--- src/sv/vu_bar_pkg.sv ---
package vu_bar_pkg;

    localparam int NUM_LEDS_DEF = 6;

    localparam int ADC_W      = 10;
    localparam int TIME_W     = 32;
    localparam int AMP_W      = 10;
    localparam int RANGE_W    = 11;
    localparam int TOP_W      = 3;
    localparam int MS_W       = 16;
    localparam int CFG_ADDR_W = 2;
    localparam int CFG_DATA_W = 16;
    localparam int IN_FIELD_W = ADC_W + TIME_W;
    localparam int IN_TDATA_W = ((IN_FIELD_W + 7) / 8) * 8;

    localparam logic [ADC_W-1:0]   ADC_FULL      = 10'd1023;
    localparam logic [RANGE_W-1:0] RANGE_LOW_RST = 11'd1023;
    localparam logic [TOP_W-1:0]   GREEN_TOP_RST = 3'd3;
    localparam logic [TOP_W-1:0]   YELLOW_TOP_RST = 3'd5;
    localparam logic [MS_W-1:0]    HOLD_MS_RST   = 16'd600;
    localparam logic [MS_W-1:0]    STEP_MS_RST   = 16'd50;
    localparam logic [7:0]         DARKEN_BY     = 8'd128;

    typedef enum logic [CFG_ADDR_W-1:0] {
        REG_GREEN_TOP  = 2'd0,
        REG_YELLOW_TOP = 2'd1,
        REG_HOLD_MS    = 2'd2,
        REG_STEP_MS    = 2'd3
    } cfg_reg_t;

    typedef struct packed {
        logic [7:0] red;
        logic [7:0] green;
        logic [7:0] blue;
        logic [7:0] white;
    } pixel_t;

    localparam pixel_t PIX_OFF    = '{red: 8'd0,   green: 8'd0,   blue: 8'd0, white: 8'd0};
    localparam pixel_t PIX_WHITE  = '{red: 8'd0,   green: 8'd0,   blue: 8'd0, white: 8'd255};
    localparam pixel_t PIX_GREEN  = '{red: 8'd0,   green: 8'd255, blue: 8'd0, white: 8'd0};
    localparam pixel_t PIX_YELLOW = '{red: 8'd255, green: 8'd255, blue: 8'd0, white: 8'd0};

    function automatic logic [7:0] sat_sub(input logic [7:0] ch);
        return (ch > DARKEN_BY) ? ch - DARKEN_BY : 8'd0;
    endfunction

    function automatic pixel_t darken(input pixel_t c);
        pixel_t d;
        d.red   = sat_sub(c.red);
        d.green = sat_sub(c.green);
        d.blue  = sat_sub(c.blue);
        d.white = sat_sub(c.white);
        return d;
    endfunction

endpackage

--- src/sv/vu_meter_peak_hold_bar.sv ---
// Channel  | Direction | Sideband    | tdata fields (lowest bit first)
// s_       | in        | tuser=func  | adc_sample, now_ms
// m_       | out       | tlast=last  | led_index, red, green, blue, white, level,
//          |           |             | peak_level, amplitude
// cfg_     | in        | -           | cfg_wdata holds the register value
//
// Samples may arrive on every cycle while s_tready is high.
// An end-of-window transfer passes a preparation step, the repeated-subtraction
// level divider, and the peak-hold and decay steps; then each pixel passes the
// read, modify and write-back of the pixel colour memory and any output stall.
// Reset is synchronous; the pixel memory reads as off until each entry is
// written, through one valid bit per LED, so no clearing pass is needed.
// s_tready is low from an end-of-window transfer until its last pixel is taken.
module vu_meter_peak_hold_bar
    import vu_bar_pkg::*;
#(
    parameter int NUM_LEDS = NUM_LEDS_DEF
) (
    input  logic                  aclk,
    input  logic                  aresetn,
    input  logic                  cfg_we,
    input  logic [CFG_ADDR_W-1:0] cfg_addr,
    input  logic [CFG_DATA_W-1:0] cfg_wdata,
    input  logic                  s_tvalid,
    output logic                  s_tready,
    // adc_sample, now_ms
    input  logic [IN_TDATA_W-1:0] s_tdata,
    // func
    input  logic                  s_tuser,
    output logic                  m_tvalid,
    input  logic                  m_tready,
    // led_index, red, green, blue, white, level, peak_level, amplitude
    output logic [((((NUM_LEDS > 1) ? $clog2(NUM_LEDS) : 1)
                   + 2 * $clog2(NUM_LEDS + 1) + 42 + 7) / 8) * 8 - 1:0] m_tdata,
    output logic                  m_tlast
);

    localparam int IDX_W      = (NUM_LEDS > 1) ? $clog2(NUM_LEDS) : 1;
    localparam int LEVEL_W    = $clog2(NUM_LEDS + 1);
    localparam int CMP_W      = (LEVEL_W > TOP_W) ? LEVEL_W : TOP_W;
    localparam int NUM_W      = AMP_W + LEVEL_W;
    localparam int OUT_W      = IDX_W + 32 + 2 * LEVEL_W + AMP_W;
    localparam int OUT_TDATA_W = ((OUT_W + 7) / 8) * 8;

    typedef enum logic [2:0] {
        ST_IDLE,
        ST_PREP,
        ST_DIV,
        ST_HOLD,
        ST_DECAY,
        ST_READ,
        ST_PIXEL,
        ST_SEND
    } state_t;

    state_t state_reg;

    logic [TOP_W-1:0]   green_top_reg;
    logic [TOP_W-1:0]   yellow_top_reg;
    logic [MS_W-1:0]    hold_ms_reg;
    logic [MS_W-1:0]    step_ms_reg;

    logic [ADC_W-1:0]   win_min_reg;
    logic [ADC_W-1:0]   win_max_reg;
    logic [RANGE_W-1:0] range_low_reg;
    logic [RANGE_W-1:0] range_high_reg;
    logic [LEVEL_W-1:0] held_reg;
    logic [TIME_W-1:0]  hold_start_reg;
    logic [TIME_W-1:0]  decay_start_reg;

    logic [TIME_W-1:0]  now_reg;
    logic [AMP_W-1:0]   amp_reg;
    logic [NUM_W-1:0]   rem_reg;
    logic [RANGE_W-1:0] dvs_reg;
    logic [LEVEL_W-1:0] level_reg;
    logic [MS_W-1:0]    thr_reg;
    logic [IDX_W-1:0]   idx_reg;

    pixel_t             pix_mem [NUM_LEDS];
    logic [NUM_LEDS-1:0] pix_vld_reg;
    pixel_t             rd_pix_reg;
    logic               rd_vld_reg;

    logic [OUT_TDATA_W-1:0] m_tdata_reg;
    logic                   m_tvalid_reg;
    logic                   m_tlast_reg;

    logic [ADC_W-1:0]   smp;
    logic [TIME_W-1:0]  now_in;
    logic [ADC_W-1:0]   amp_next;
    logic [RANGE_W-1:0] amp_w;

    logic [RANGE_W:0]   rl_plus1;
    logic [RANGE_W:0]   rh_ext;
    logic               div_zero;
    logic               div_neg;
    logic [RANGE_W:0]   div_mag;
    logic               num_neg;
    logic [NUM_W-1:0]   num_mag;

    logic [TIME_W-1:0]  hold_elapsed;
    logic [TIME_W-1:0]  decay_elapsed;

    logic [CMP_W-1:0]   jx;
    logic [CMP_W-1:0]   heldx;
    logic [CMP_W-1:0]   levelx;
    pixel_t             pix_in;
    pixel_t             pix_next;
    logic               pix_we;

    assign smp    = s_tdata[ADC_W-1:0];
    assign now_in = s_tdata[IN_FIELD_W-1:ADC_W];

    assign amp_next = (win_max_reg >= win_min_reg) ? win_max_reg - win_min_reg : '0;
    assign amp_w    = RANGE_W'(amp_next);

    assign rl_plus1 = {1'b0, range_low_reg} + (RANGE_W + 1)'(1);
    assign rh_ext   = {1'b0, range_high_reg};
    assign div_zero = (rh_ext == rl_plus1);
    assign div_neg  = (rh_ext < rl_plus1);
    assign div_mag  = div_neg ? rl_plus1 - rh_ext : rh_ext - rl_plus1;
    assign num_neg  = (amp_reg == '0);
    assign num_mag  = num_neg ? NUM_W'(NUM_LEDS)
                              : NUM_W'(amp_reg - AMP_W'(1)) * NUM_W'(NUM_LEDS);

    assign hold_elapsed  = now_reg - hold_start_reg;
    assign decay_elapsed = now_reg - decay_start_reg;

    assign jx     = CMP_W'(idx_reg);
    assign heldx  = CMP_W'(held_reg);
    assign levelx = CMP_W'(level_reg);
    assign pix_in = rd_vld_reg ? rd_pix_reg : PIX_OFF;
    assign pix_we = (state_reg == ST_PIXEL);

    always_comb begin
        if (heldx != '0 && jx == heldx - CMP_W'(1)) begin
            pix_next = PIX_WHITE;
        end else if (jx >= heldx) begin
            pix_next = darken(pix_in);
        end else if (jx < levelx) begin
            if (jx < CMP_W'(green_top_reg)) begin
                pix_next = PIX_GREEN;
            end else if (jx < CMP_W'(yellow_top_reg)) begin
                pix_next = PIX_YELLOW;
            end else begin
                pix_next = darken(pix_in);
            end
        end else begin
            pix_next = darken(pix_in);
        end
    end

    always_ff @(posedge aclk) begin
        if (pix_we) begin
            pix_mem[idx_reg] <= pix_next;
        end
        rd_pix_reg <= pix_mem[idx_reg];
    end

    always_ff @(posedge aclk) begin
        if (!aresetn) begin
            state_reg       <= ST_IDLE;
            green_top_reg   <= GREEN_TOP_RST;
            yellow_top_reg  <= YELLOW_TOP_RST;
            hold_ms_reg     <= HOLD_MS_RST;
            step_ms_reg     <= STEP_MS_RST;
            win_min_reg     <= ADC_FULL;
            win_max_reg     <= '0;
            range_low_reg   <= RANGE_LOW_RST;
            range_high_reg  <= '0;
            held_reg        <= '0;
            hold_start_reg  <= '0;
            decay_start_reg <= '0;
            pix_vld_reg     <= '0;
            rd_vld_reg      <= 1'b0;
            m_tvalid_reg    <= 1'b0;
            m_tlast_reg     <= 1'b0;
            idx_reg         <= '0;
        end else begin
            if (cfg_we) begin
                unique case (cfg_reg_t'(cfg_addr))
                    REG_GREEN_TOP:  green_top_reg  <= cfg_wdata[TOP_W-1:0];
                    REG_YELLOW_TOP: yellow_top_reg <= cfg_wdata[TOP_W-1:0];
                    REG_HOLD_MS:    hold_ms_reg    <= cfg_wdata[MS_W-1:0];
                    REG_STEP_MS:    step_ms_reg    <= cfg_wdata[MS_W-1:0];
                    default:        ;
                endcase
            end

            unique case (state_reg)
                ST_IDLE: begin
                    if (s_tvalid) begin
                        if (!s_tuser) begin
                            if (smp > win_max_reg) begin
                                win_max_reg <= smp;
                            end else if (smp < win_min_reg) begin
                                win_min_reg <= smp;
                            end
                        end else begin
                            if (win_max_reg >= win_min_reg) begin
                                if (range_low_reg > amp_w) begin
                                    range_low_reg <= (amp_next != '0)
                                                     ? amp_w - RANGE_W'(1) : '0;
                                end
                                if (range_high_reg < amp_w) begin
                                    range_high_reg <= amp_w + RANGE_W'(1);
                                end
                            end
                            amp_reg     <= amp_next;
                            now_reg     <= now_in;
                            win_min_reg <= ADC_FULL;
                            win_max_reg <= '0;
                            state_reg   <= ST_PREP;
                        end
                    end
                end
                ST_PREP: begin
                    rem_reg   <= num_mag;
                    dvs_reg   <= RANGE_W'(div_mag);
                    level_reg <= '0;
                    if (div_zero || (num_neg != div_neg)) begin
                        state_reg <= ST_HOLD;
                    end else begin
                        state_reg <= ST_DIV;
                    end
                end
                ST_DIV: begin
                    if (rem_reg >= NUM_W'(dvs_reg) && level_reg != LEVEL_W'(NUM_LEDS)) begin
                        rem_reg   <= rem_reg - NUM_W'(dvs_reg);
                        level_reg <= level_reg + LEVEL_W'(1);
                    end else begin
                        state_reg <= ST_HOLD;
                    end
                end
                ST_HOLD: begin
                    if (level_reg >= held_reg) begin
                        held_reg       <= level_reg;
                        hold_start_reg <= now_reg;
                    end
                    thr_reg   <= (hold_ms_reg > step_ms_reg) ? hold_ms_reg - step_ms_reg : '0;
                    state_reg <= ST_DECAY;
                end
                ST_DECAY: begin
                    if (hold_elapsed >= TIME_W'(thr_reg) && held_reg != '0
                            && decay_elapsed >= TIME_W'(step_ms_reg)) begin
                        held_reg        <= held_reg - LEVEL_W'(1);
                        decay_start_reg <= now_reg;
                    end
                    idx_reg   <= '0;
                    state_reg <= ST_READ;
                end
                ST_READ: begin
                    rd_vld_reg <= pix_vld_reg[idx_reg];
                    state_reg  <= ST_PIXEL;
                end
                ST_PIXEL: begin
                    pix_vld_reg[idx_reg] <= 1'b1;
                    m_tdata_reg  <= OUT_TDATA_W'({amp_reg, held_reg, level_reg,
                                                  pix_next.white, pix_next.blue,
                                                  pix_next.green, pix_next.red, idx_reg});
                    m_tlast_reg  <= (idx_reg == IDX_W'(NUM_LEDS - 1));
                    m_tvalid_reg <= 1'b1;
                    state_reg    <= ST_SEND;
                end
                ST_SEND: begin
                    if (m_tready) begin
                        m_tvalid_reg <= 1'b0;
                        if (idx_reg == IDX_W'(NUM_LEDS - 1)) begin
                            state_reg <= ST_IDLE;
                        end else begin
                            idx_reg   <= idx_reg + IDX_W'(1);
                            state_reg <= ST_READ;
                        end
                    end
                end
                default: state_reg <= ST_IDLE;
            endcase
        end
    end

    assign s_tready = (state_reg == ST_IDLE);
    assign m_tvalid = m_tvalid_reg;
    assign m_tdata  = m_tdata_reg;
    assign m_tlast  = m_tlast_reg;

endmodule

--- config.mk ---
export PLATFORM = sky130hd
export DESIGN_NAME = vu_meter_peak_hold_bar
export DESIGN_NICKNAME = d
export VERILOG_FILES = /design/src/sv/vu_bar_pkg.sv /design/src/sv/vu_meter_peak_hold_bar.sv
export SDC_FILE = /design/constraint.sdc
export NUM_CORES = 1
export LEC_CHECK = 0
export BUFFER_PORTS_ARGS = -buffer_cell sky130_fd_sc_hd__buf_2
export CAP_MARGIN = 20
export CORE_MARGIN = 1.5
export CORE_UTILIZATION = 62
export DETAILED_ROUTE_END_ITERATION = 12
export GPL_ROUTABILITY_DRIVEN = 0
export HOLD_SLACK_MARGIN = 0.12
export PLACE_DENSITY = 0.76
export SLEW_MARGIN = 20
export SYNTH_ARGS = -nofsm -noshare
export SYNTH_HDL_FRONTEND = slang
export SYNTH_SLANG_ARGS = --single-unit
--- constraint.sdc ---
create_clock -name aclk -period 7.4 [get_ports aclk]
set_clock_uncertainty 0.05 [all_clocks]
set_input_delay 1.48 -clock aclk [delete_from_list [all_inputs] [get_ports aclk]]
set_output_delay 1.48 -clock aclk [all_outputs]
set_load 0.005 [all_outputs]
# == Word-level counts from Yosys, hierarchy flattened ==
# Memories as Yosys holds them, arrays and structs flattened. A register that Yosys moved wholly into a read port is not among the register bits.
# Index checks and enable logic that the tools add are counted.
# word_totals
mem_count,1
reg_bits,298
ramBits,192
elab_cells,170
# mem_list
memory,depth,word_bits,read_ports,rd_clocked_by_memory_dff,write_ports,line,source
pix_mem,6,32,1,1,1,vu_meter_peak_hold_bar.sv:79,pixel_t pix_mem [NUM_LEDS];
# op_classes
add_sub_neg,18
muxes,44
multipliers,1
eq_ne,24
n_reduce_logical,36
magnitude_cmp,21
bitwise,1
# ops
operator,n
$mux W32,6
$ge A32 B16 Y1,2
$sub A32 B32 Y32,2
$mux W10,6
$gt A8 B8 Y1 const B,4
$mux W8,4
$sub A8 B8 Y8 const B,4
$mux W3,10
$mux W13,2
$pmux W13 S2,1
$pmux W3 S8,1
$mux W11,2
$sub A10 B1 Y11 const B,2
$sub A11 B11 Y11,2
$reduce_and A2 Y1,10
$pmux W3 S2,3
$gt A16 B16 Y1,1
$ne A2 B2 Y1 const B,8
$sub A16 B16 Y16,1
$eq A3 B3 Y1 const B,5
$ge A13 B11 Y1,1
$mul A13 B2 Y12 const B,1
$sub A13 B11 Y13,1
$add A11 B1 Y12 const B,1
other kinds (39),65

# == Depth between registers and ports, before layout ==
# Gate-level depths: netlist (run 1).
# logic_depth
word_depth,8
mapped_depth,25
mapped_depth_nobuf,24

# == Worst setup path after synthesis (run 1) ==
# Ideal clock, no wire load.
# synth_path
path_type,input port to flip-flop
from,in aresetn
to,"reg amp_reg[0], enable pin"
cell_stages,5
setup_slack_ps,1738
path_buffers,3
required_time_ps,6857
t_arrival_ps,5119
cell_sequence,clkbuf_1 -> inv_1 -> clkbuf_1 -> clkbuf_1 -> nor3_1
# synth_via
elab_chain_len,1
# synth_rtl
item,line,source
"start, declared",vu_meter_peak_hold_bar.sv:20,"input logic aresetn,"
$reduce_and A4 Y1 (no line),n/a,
"end signal, assigned",vu_meter_peak_hold_bar.sv:209,amp_reg <= amp_next;
"end, declared",vu_meter_peak_hold_bar.sv:72,logic [AMP_W-1:0] amp_reg;
# No other way between the ends.
# A chain may end at the register's enable or synchronous reset.

# == Final worst setup path (run 1) ==
# layout_path
from,reg now_reg[0]
to,reg held_reg[1]
# layout_via
elab_chain_len,6
elab_cells_between_ends,8
# layout_rtl
item,line,source
"start, declared",vu_meter_peak_hold_bar.sv:71,logic [TIME_W-1:0] now_reg;
"start signal, assigned",vu_meter_peak_hold_bar.sv:210,now_reg <= now_in;
$sub A32 B32 Y32,vu_meter_peak_hold_bar.sv:126,assign hold_elapsed = now_reg - hold_start_reg;
$ge A32 B16 Y1,vu_meter_peak_hold_bar.sv:244,if (hold_elapsed >= TIME_W'(thr_reg) && held_reg != '0
$logic_and A1 B1 Y1,vu_meter_peak_hold_bar.sv:244,
$logic_and A1 B1 Y1 (*),vu_meter_peak_hold_bar.sv:245,&& decay_elapsed >= TIME_W'(step_ms_reg)) begin
$ne A2 B2 Y1 (no line) (*),n/a,
$reduce_and A3 Y1 (no line) (*),n/a,
"end signal, assigned",vu_meter_peak_hold_bar.sv:237,held_reg <= level_reg;
"end signal, assigned",vu_meter_peak_hold_bar.sv:246,held_reg <= held_reg - LEVEL_W'(1);
"end, declared",vu_meter_peak_hold_bar.sv:67,logic [LEVEL_W-1:0] held_reg;
# Every way passes the cells marked *; elsewhere a longest branch is shown, timed or not.

==> results of run 1 <==
-- final cells by class --
cell class | instances | share of cell area
repair buffers | 150 | 0.0271
clock buffers | 68 | 0.0469
flip-flops and latches | 522 | 0.440
well taps | 592 | 0.0237
inverters | 232 | 0.0279
clock inverters | 32 | 0.0131
multi-input cells | 1882 | 0.422
-- synth_stat cells, drive strengths merged, types with 38 or more instances --
master | number | share of area
edfxtp | 328 | 0.35
nand2 | 266 | 0.035
a21oi | 259 | 0.047
inv | 230 | 0.031
ha | 221 | 0.098
dfxtp | 194 | 0.14
nor2 | 153 | 0.020
o21ai | 113 | 0.020
nand3 | 89 | 0.018
clkbuf | 87 | 0.012
a21o | 71 | 0.019
xnor2 | 66 | 0.021
xor2 | 45 | 0.014
nor3 | 41 | 0.0073
mux2 | 38 | 0.015
-- critical path, delay by kind of cell (launching register included) --
kind | cells | cell delay [ns]
buffers and inverters | 2 | 0.41
flip-flops | 1 | 0.39
adder cells (fa/ha/maj) | 3 | 0.93
AND/OR/NAND/NOR | 7 | 2.08
XOR/XNOR | 1 | 0.27
AO/OA/AOI/OAI | 7 | 1.37
-- routing by layer --
layer,part of all wire,GRT usage,vias up
met5,0.00019,0,-
met4,0.031,0.106,2
met3,0.052,0.0401,152
met2,0.51,0.519,698
met1,0.41,0.349,10291
li1,-,-,10135
-- where the power goes --
part	internal, mW	leakage, nW	switching, mW	total (mW)
clock network	1.66	0.914	1.17	2.83
logic	0.289	6.59	0.458	0.746
registers	3.17	4.63	0.0509	3.22
-- how the worst max path moves through the flow --
stage | start | to | slack [ns] | cells past startpoint
6_report | now_reg[0]$_DFFE_PP_ | held_reg[1]$_SDFFE_PN0P_ | 1.69 | 20
5_1_grt | now_reg[0]$_DFFE_PP_ | decay_start_reg[18]$_SDFFE_PN0P_ | 1.26 | 24
3_3_place_gp | now_reg[0]$_DFFE_PP_ | held_reg[1]$_SDFFE_PN0P_ | 1.97 | 20
4_1_cts | now_reg[0]$_DFFE_PP_ | decay_start_reg[17]$_SDFFE_PN0P_ | 1.74 | 22
2_1_floorplan | aresetn | amp_reg[0]$_DFFE_PP_ | 1.74 | 5
3_5_place_dp | now_reg[0]$_DFFE_PP_ | held_reg[1]$_SDFFE_PN0P_ | 1.81 | 20
-- logic make-up after synthesis --
group,after synthesis,synth area share
xor+xnor,111,0.0345
compound gates,693,0.157
simple gates,748,0.129
buf+inv,343,0.0482
mux,89,0.0396
other cells,1,0.000133
flops,522,0.488
fa+ha+maj,229,0.104
-- stage by stage --
stage / utilization / hold WS, ns
floorplan: - / 0.375
global placement: 0.659 / 0.378
detailed placement: 0.659 / 0.389
CTS: 0.701 / 0.400
global route: 0.702 / 0.416
finish: 0.702 / 0.400
==> qor.txt, run 1 <==
largest net degree at the start of global routing - 100
setup TNS - 0 ns
Setup crit end kind - register
die width - 216 µm
critical path arrival - 6.11 ns
average wire per standard cell - 19.4 µm
hold_buf cts - 0
CTS tree - done
nets@finish - 3142
Die H - 216 µm
area added between synthesis and finish - 11.0%
worst r2r path cells - 20
PortBufs - 119
Final Hold Viols - 0
GRT Residual Overflow - 0
CTS sink count - 522
HP Class - register to register
initial drt markers - 1667
Fmax - 175 MHz
Seq/Total Area, Yosys - 0.488
number of synthesized flops with an enable pin - 328
clk slew on worst S/H paths - 0.06 ns
H-tree depth - 2
register area - 13700 µm²
Power Density - 217 nW/µm²
clock buffer count from CTS - 53
reg-to-reg endpoint - held_reg[1]$_SDFFE_PN0P_
placed cells - 3377
root buf cell - clkbuf_16
first-pass GRT wire length - 108000 µm
highest-count cells in the layout ignoring fill and taps - 328 x edfxtp_1, 266 x nand2_1, 256 x a21oi_1
flops & latches, synth - 522
Ant. Diodes - 0
worst-path maximum fanout - 35
Core Rows - 77
multi-input logic area - 13200 µm²
Synth Flop Type - edfxtp_1
async set-reset flop share out of synthesis - 0
Synth Area per Inst - 10.3 µm²
flop-to-flop setup slack - 1.69 ns
crit path launch type - register
detailed-route via count - 21278
clock latency on the worst-skew pair - 0.63 ns
post-CTS setup buffers - 0
die footprint - 46700 µm²
DP Worst Slack - 1.81 ns
reg2reg start - now_reg[0]$_DFFE_PP_
fin crit period - 5.71 ns
Worst path slowest cell - or4_1
RSZ-0062 raised after global routing - false
Slew HR - 0.262
Worst Hold End - rd_pix_reg[0]$_DFF_P_
Final setup viols - 0
Fillers - 3249
Initial Utilization - 0.632
synth warn - 0
DR pass1 iterations - 6
fin. max-slew vios - 0
leading cell type in the layout, fill and taps excluded - edfxtp_1
post-CTS sizing - 0
aggregate global-route resource usage - 0.288
layout cell share with drive strength beyond 1 - 0.120
Post-DP Area - 29300 µm²
CORE AREA - 44500 µm²
hold_sp - pix_mem[5][0]$_DFFE_PP_
Clock Tree Buf Depth - 3
number of flip-flops in the largest register - 192
DRC Markers - 0
WS Path Type - register to register
post-route cell area - 31300 µm²
initial antenna violation count - 1
worst slew pin tran - 1.11 ns
Critical Path Most Common Cell - a21oi_1
Worst Hold Depth - 2
final setup margin - 1.69 ns
DP HPWL - 46100 µm
vias in the first global route - 21124
status - complete, no violations
max-cap violation count - 0
fin cells - 3478
Worst VDD drop - 214 µV
worst path cell trace - inv_1, ha_1, fa_1, nor2b_1, o2111ai_1, a21oi_1, nor2_1, xnor2_1, ha_1, a21o_1, a21oi_1, and3_1, a221oi_1, or4_1, nor4_2, nand4_1, or4_1, buf_4, a21oi_1, o31ai_1
Leak - 12.1 nW
post-synth cell types - 86
Mapped Cells - 2736
antenna viol nets, final - 0
final worst-path cycle share - 0.772
Post-Route WL - 67300 µm
Ports - 131
Critical Path Max Stage Delay - 0.55 ns
Worst Path Required - 7.79 ns
Via density - 6.12
Pwr Total - 6.80 mW
Mapped Area - 28100 µm²
Note: power is estimated with default switching activity, not from simulation.
==> run 2, diff against run 1 <==
Settings changed: ABC_AREA set to 1, CORE_UTILIZATION 62 to 56, PLACE_DENSITY 0.76 to 0.72.
Clock period 7.4 ns to 4.8 ns, I/O delays scaled along.
==> run 2 against run 1 <==
Net effect:
- sequential power grew 66%
- synthesized area grew 3.0%
- hold slack gained 0.0092 ns
- combinational power grew to 4.1 times the previous value
- critical path depth grew 4
- clock power rose by 57%
- synthesized cell count rose by 26%
- register-to-register slack got worse by 1.2 ns
- non-clock buffer count increased by 1
- flip-flop and latch count unchanged
- worst setup slack got worse by 1.2 ns
- first-iteration DRC count increased by 3.9%
- critical path type unchanged
==> qor.txt, run 2 <==
fin cells - 4334
cell with the most instances after synthesis - nand2_1
placed cells - 4227
Initial Utilization - 0.566
fin. max-slew vios - 0
flop-to-flop setup slack - 0.48 ns
leading cell type in the layout, fill and taps excluded - nand2_1
worst setup path startpoint - now_reg[0]$_DFFE_PP_
hold_sp - pix_mem[0][4]$_DFFE_PP_
HP Class - register to register
Fin Hold WS - 0.409 ns
Seq/Total Area, Yosys - 0.474
highest-count cells in the layout ignoring fill and taps - 822 x nand2_1, 521 x inv_1, 358 x nor2_1
DR pass1 iterations - 6
worst slew pin tran - 0.980 ns
reg2reg start - now_reg[0]$_DFFE_PP_
number of flip-flops in the largest register - 192
final worst-path cycle share - 0.900
Critical Path Most Common Cell - nand2_1
nets@finish - 3905
worst path cell trace - inv_1, ha_1, inv_1, fa_1, nand3_1, nand3_2, nand2_1, nand2_1, nand2_1, nand2_1, xor2_1, ha_1, nand2_1, nor2_1, a211oi_1, nand3_1, nor2_1, nand2_1, nor2_1, nand3_1, nand3_2, buf_4, o21ai_0, nor2_1
Buf+Inv Stages, Crit Path - 3
Final Hold Viols - 0
vias in the first global route - 21806
first-pass GRT wire length - 111000 µm
root buf cell - clkbuf_16
Util after Layout - 0.633
die footprint - 53200 µm²
Setup crit end kind - register
Worst path slowest cell - fa_1
GRT Residual Overflow - 0
Mapped Area - 29000 µm²
largest cells by area after synthesis - edfxtp_1 34%, dfxtp_1 13%, nand2_1 11%
number of synthesized flops with an enable pin - 328
Critical Path Max Stage Delay - 0.44 ns
CORE AREA - 51200 µm²
top cells by instance count after synthesis - 823 x nand2_1, 521 x inv_1, 364 x nor2_1
Slew HR - 0.345
Worst Hold Depth - 2
die width - 231 µm
async set-reset flop share out of synthesis - 0
Worst VDD drop - 325 µV
worst-path maximum fanout - 31
setup TNS - 0 ns
largest net degree at the start of global routing - 79
Worst Hold End - rd_pix_reg[4]$_DFF_P_
antenna viol nets, final - 0
Worst Path Required - 5.28 ns
GR Util met2 - 0.435
PortBufs - 119
status - complete, no violations
H-tree depth - 2
CTS tree - done
post-route cell area - 32400 µm²
delay-heaviest family, CP - simple AND/OR/NAND/NOR gates
hold_buf cts - 0
reg-to-reg endpoint - decay_start_reg[16]$_SDFFE_PN0P_
average wire per standard cell - 16.1 µm
Final setup viols - 0
synth warn - 0
RSZ-0062 raised after global routing - false
DRC Markers - 0
area added between synthesis and finish - 11.7%
aggregate global-route resource usage - 0.264
worst r2r path cells - 24
detailed-route via count - 23196
post-CTS setup buffers - 0
Yosys top cell area share - 0.340
Post-Route WL - 69900 µm
Synth Area per Inst - 8.38 µm²
layout cell share with drive strength beyond 1 - 0.0825
fin crit period - 4.32 ns
post-CTS sizing - 0
DP HPWL - 49200 µm
Synth Flop Type - edfxtp_1
Post-DP Area - 30500 µm²
clk slew on worst S/H paths - 0.06 ns
initial drt markers - 1732
met3 Use GR - 0.0440
CTS sink count - 522
clock latency on the worst-skew pair - 0.64 ns
critical path arrival - 4.81 ns
crit path launch type - register
initial antenna violation count - 6
Power Density - 398 nW/µm²
max-cap violation count - 0
flops & latches, synth - 522
post-synth cell types - 63
Ports - 131
Fmax - 231 MHz
WS Path Type - register to register
Leak - 14.5 nW
Die H - 231 µm
Via density - 5.35
clock buffer count from CTS - 55
Clock Tree Buf Depth - 3
Mapped Cells - 3459
Core Rows - 83
met1 global-route usage - 0.356
dominant cell type by area after synthesis - edfxtp_1
most used routing layer - met2
-- run 2: worst register-to-register path: stages (launching register included) --
cell	delay [ns]
edfxtp_1	0.38
inv_1	0.10
ha_1	0.17
inv_1	0.09
fa_1	0.44
nand3_1	0.11
nand3_2	0.13
nand2_1	0.09
nand2_1	0.10
nand2_1	0.08
nand2_1	0.15
xor2_1	0.19
ha_1	0.28
nand2_1	0.07
nor2_1	0.06
a211oi_1	0.18
nand3_1	0.15
nor2_1	0.11
nand2_1	0.08
nor2_1	0.10
nand3_1	0.18
nand3_2	0.23
buf_4	0.39
o21ai_0	0.18
nor2_1	0.13
-- run 2: layout make-up --
type | count | area [µm²]
diodes | 4 | 10.0
clock buffers | 72 | 1480
clock inverters | 31 | 443
fillers | 4352 | 18800
inverters | 531 | 2000
multi-input cells | 2343 | 13000
flip-flops and latches | 522 | 13700
well taps | 680 | 851
repair buffers | 151 | 851
-- run 2: cell families (layout without fill, tap and decap cells) --
logic type,after synthesis,after routing,share of synthesized area
AO/OA/AOI/OAI,581,581,0.114
XOR/XNOR,86,86,0.0260
adder cells (fa/ha/maj),229,229,0.101
buffers and inverters,605,785,0.0814
flip-flops,522,522,0.474
multiplexers,4,4,0.00147
other,1,16,0.000129
AND/OR/NAND/NOR,1431,1431,0.202
-- run 2: per-stage QoR --
stage	setup WS (ns)	total power, mW
global route	0.0934	13.6
detailed placement	0.568	8.48
finish	0.480	12.9
floorplan	0.926	7.67
CTS	0.519	12.9
global placement	0.652	8.42
-- run 2: worst max-delay path by stage --
stage,cells past startpoint,slack (ns),endpoint
after floorplan,3,0.93,m_tdata[0]$_DFFE_PP_
after global placement,21,0.65,decay_start_reg[26]$_SDFFE_PN0P_
after detailed placement,21,0.57,decay_start_reg[16]$_SDFFE_PN0P_
after CTS,21,0.52,decay_start_reg[16]$_SDFFE_PN0P_
after global routing,24,0.09,decay_start_reg[29]$_SDFFE_PN0P_
final,24,0.48,decay_start_reg[16]$_SDFFE_PN0P_
-- run 2: where the power goes --
part / switching (mW) / internal, mW / total (mW)
Clock: 1.83 / 2.63 / 4.45
Combinational: 2.06 / 1.04 / 3.09
Sequential: 0.148 / 5.20 / 5.35
-- run 2: per-layer routing --
layer,part of all wire,vias up
met1,0.45,10612
met2,0.46,724
met4,0.029,4
met3,0.067,139
li1,-,11717
met5,0.00047,-
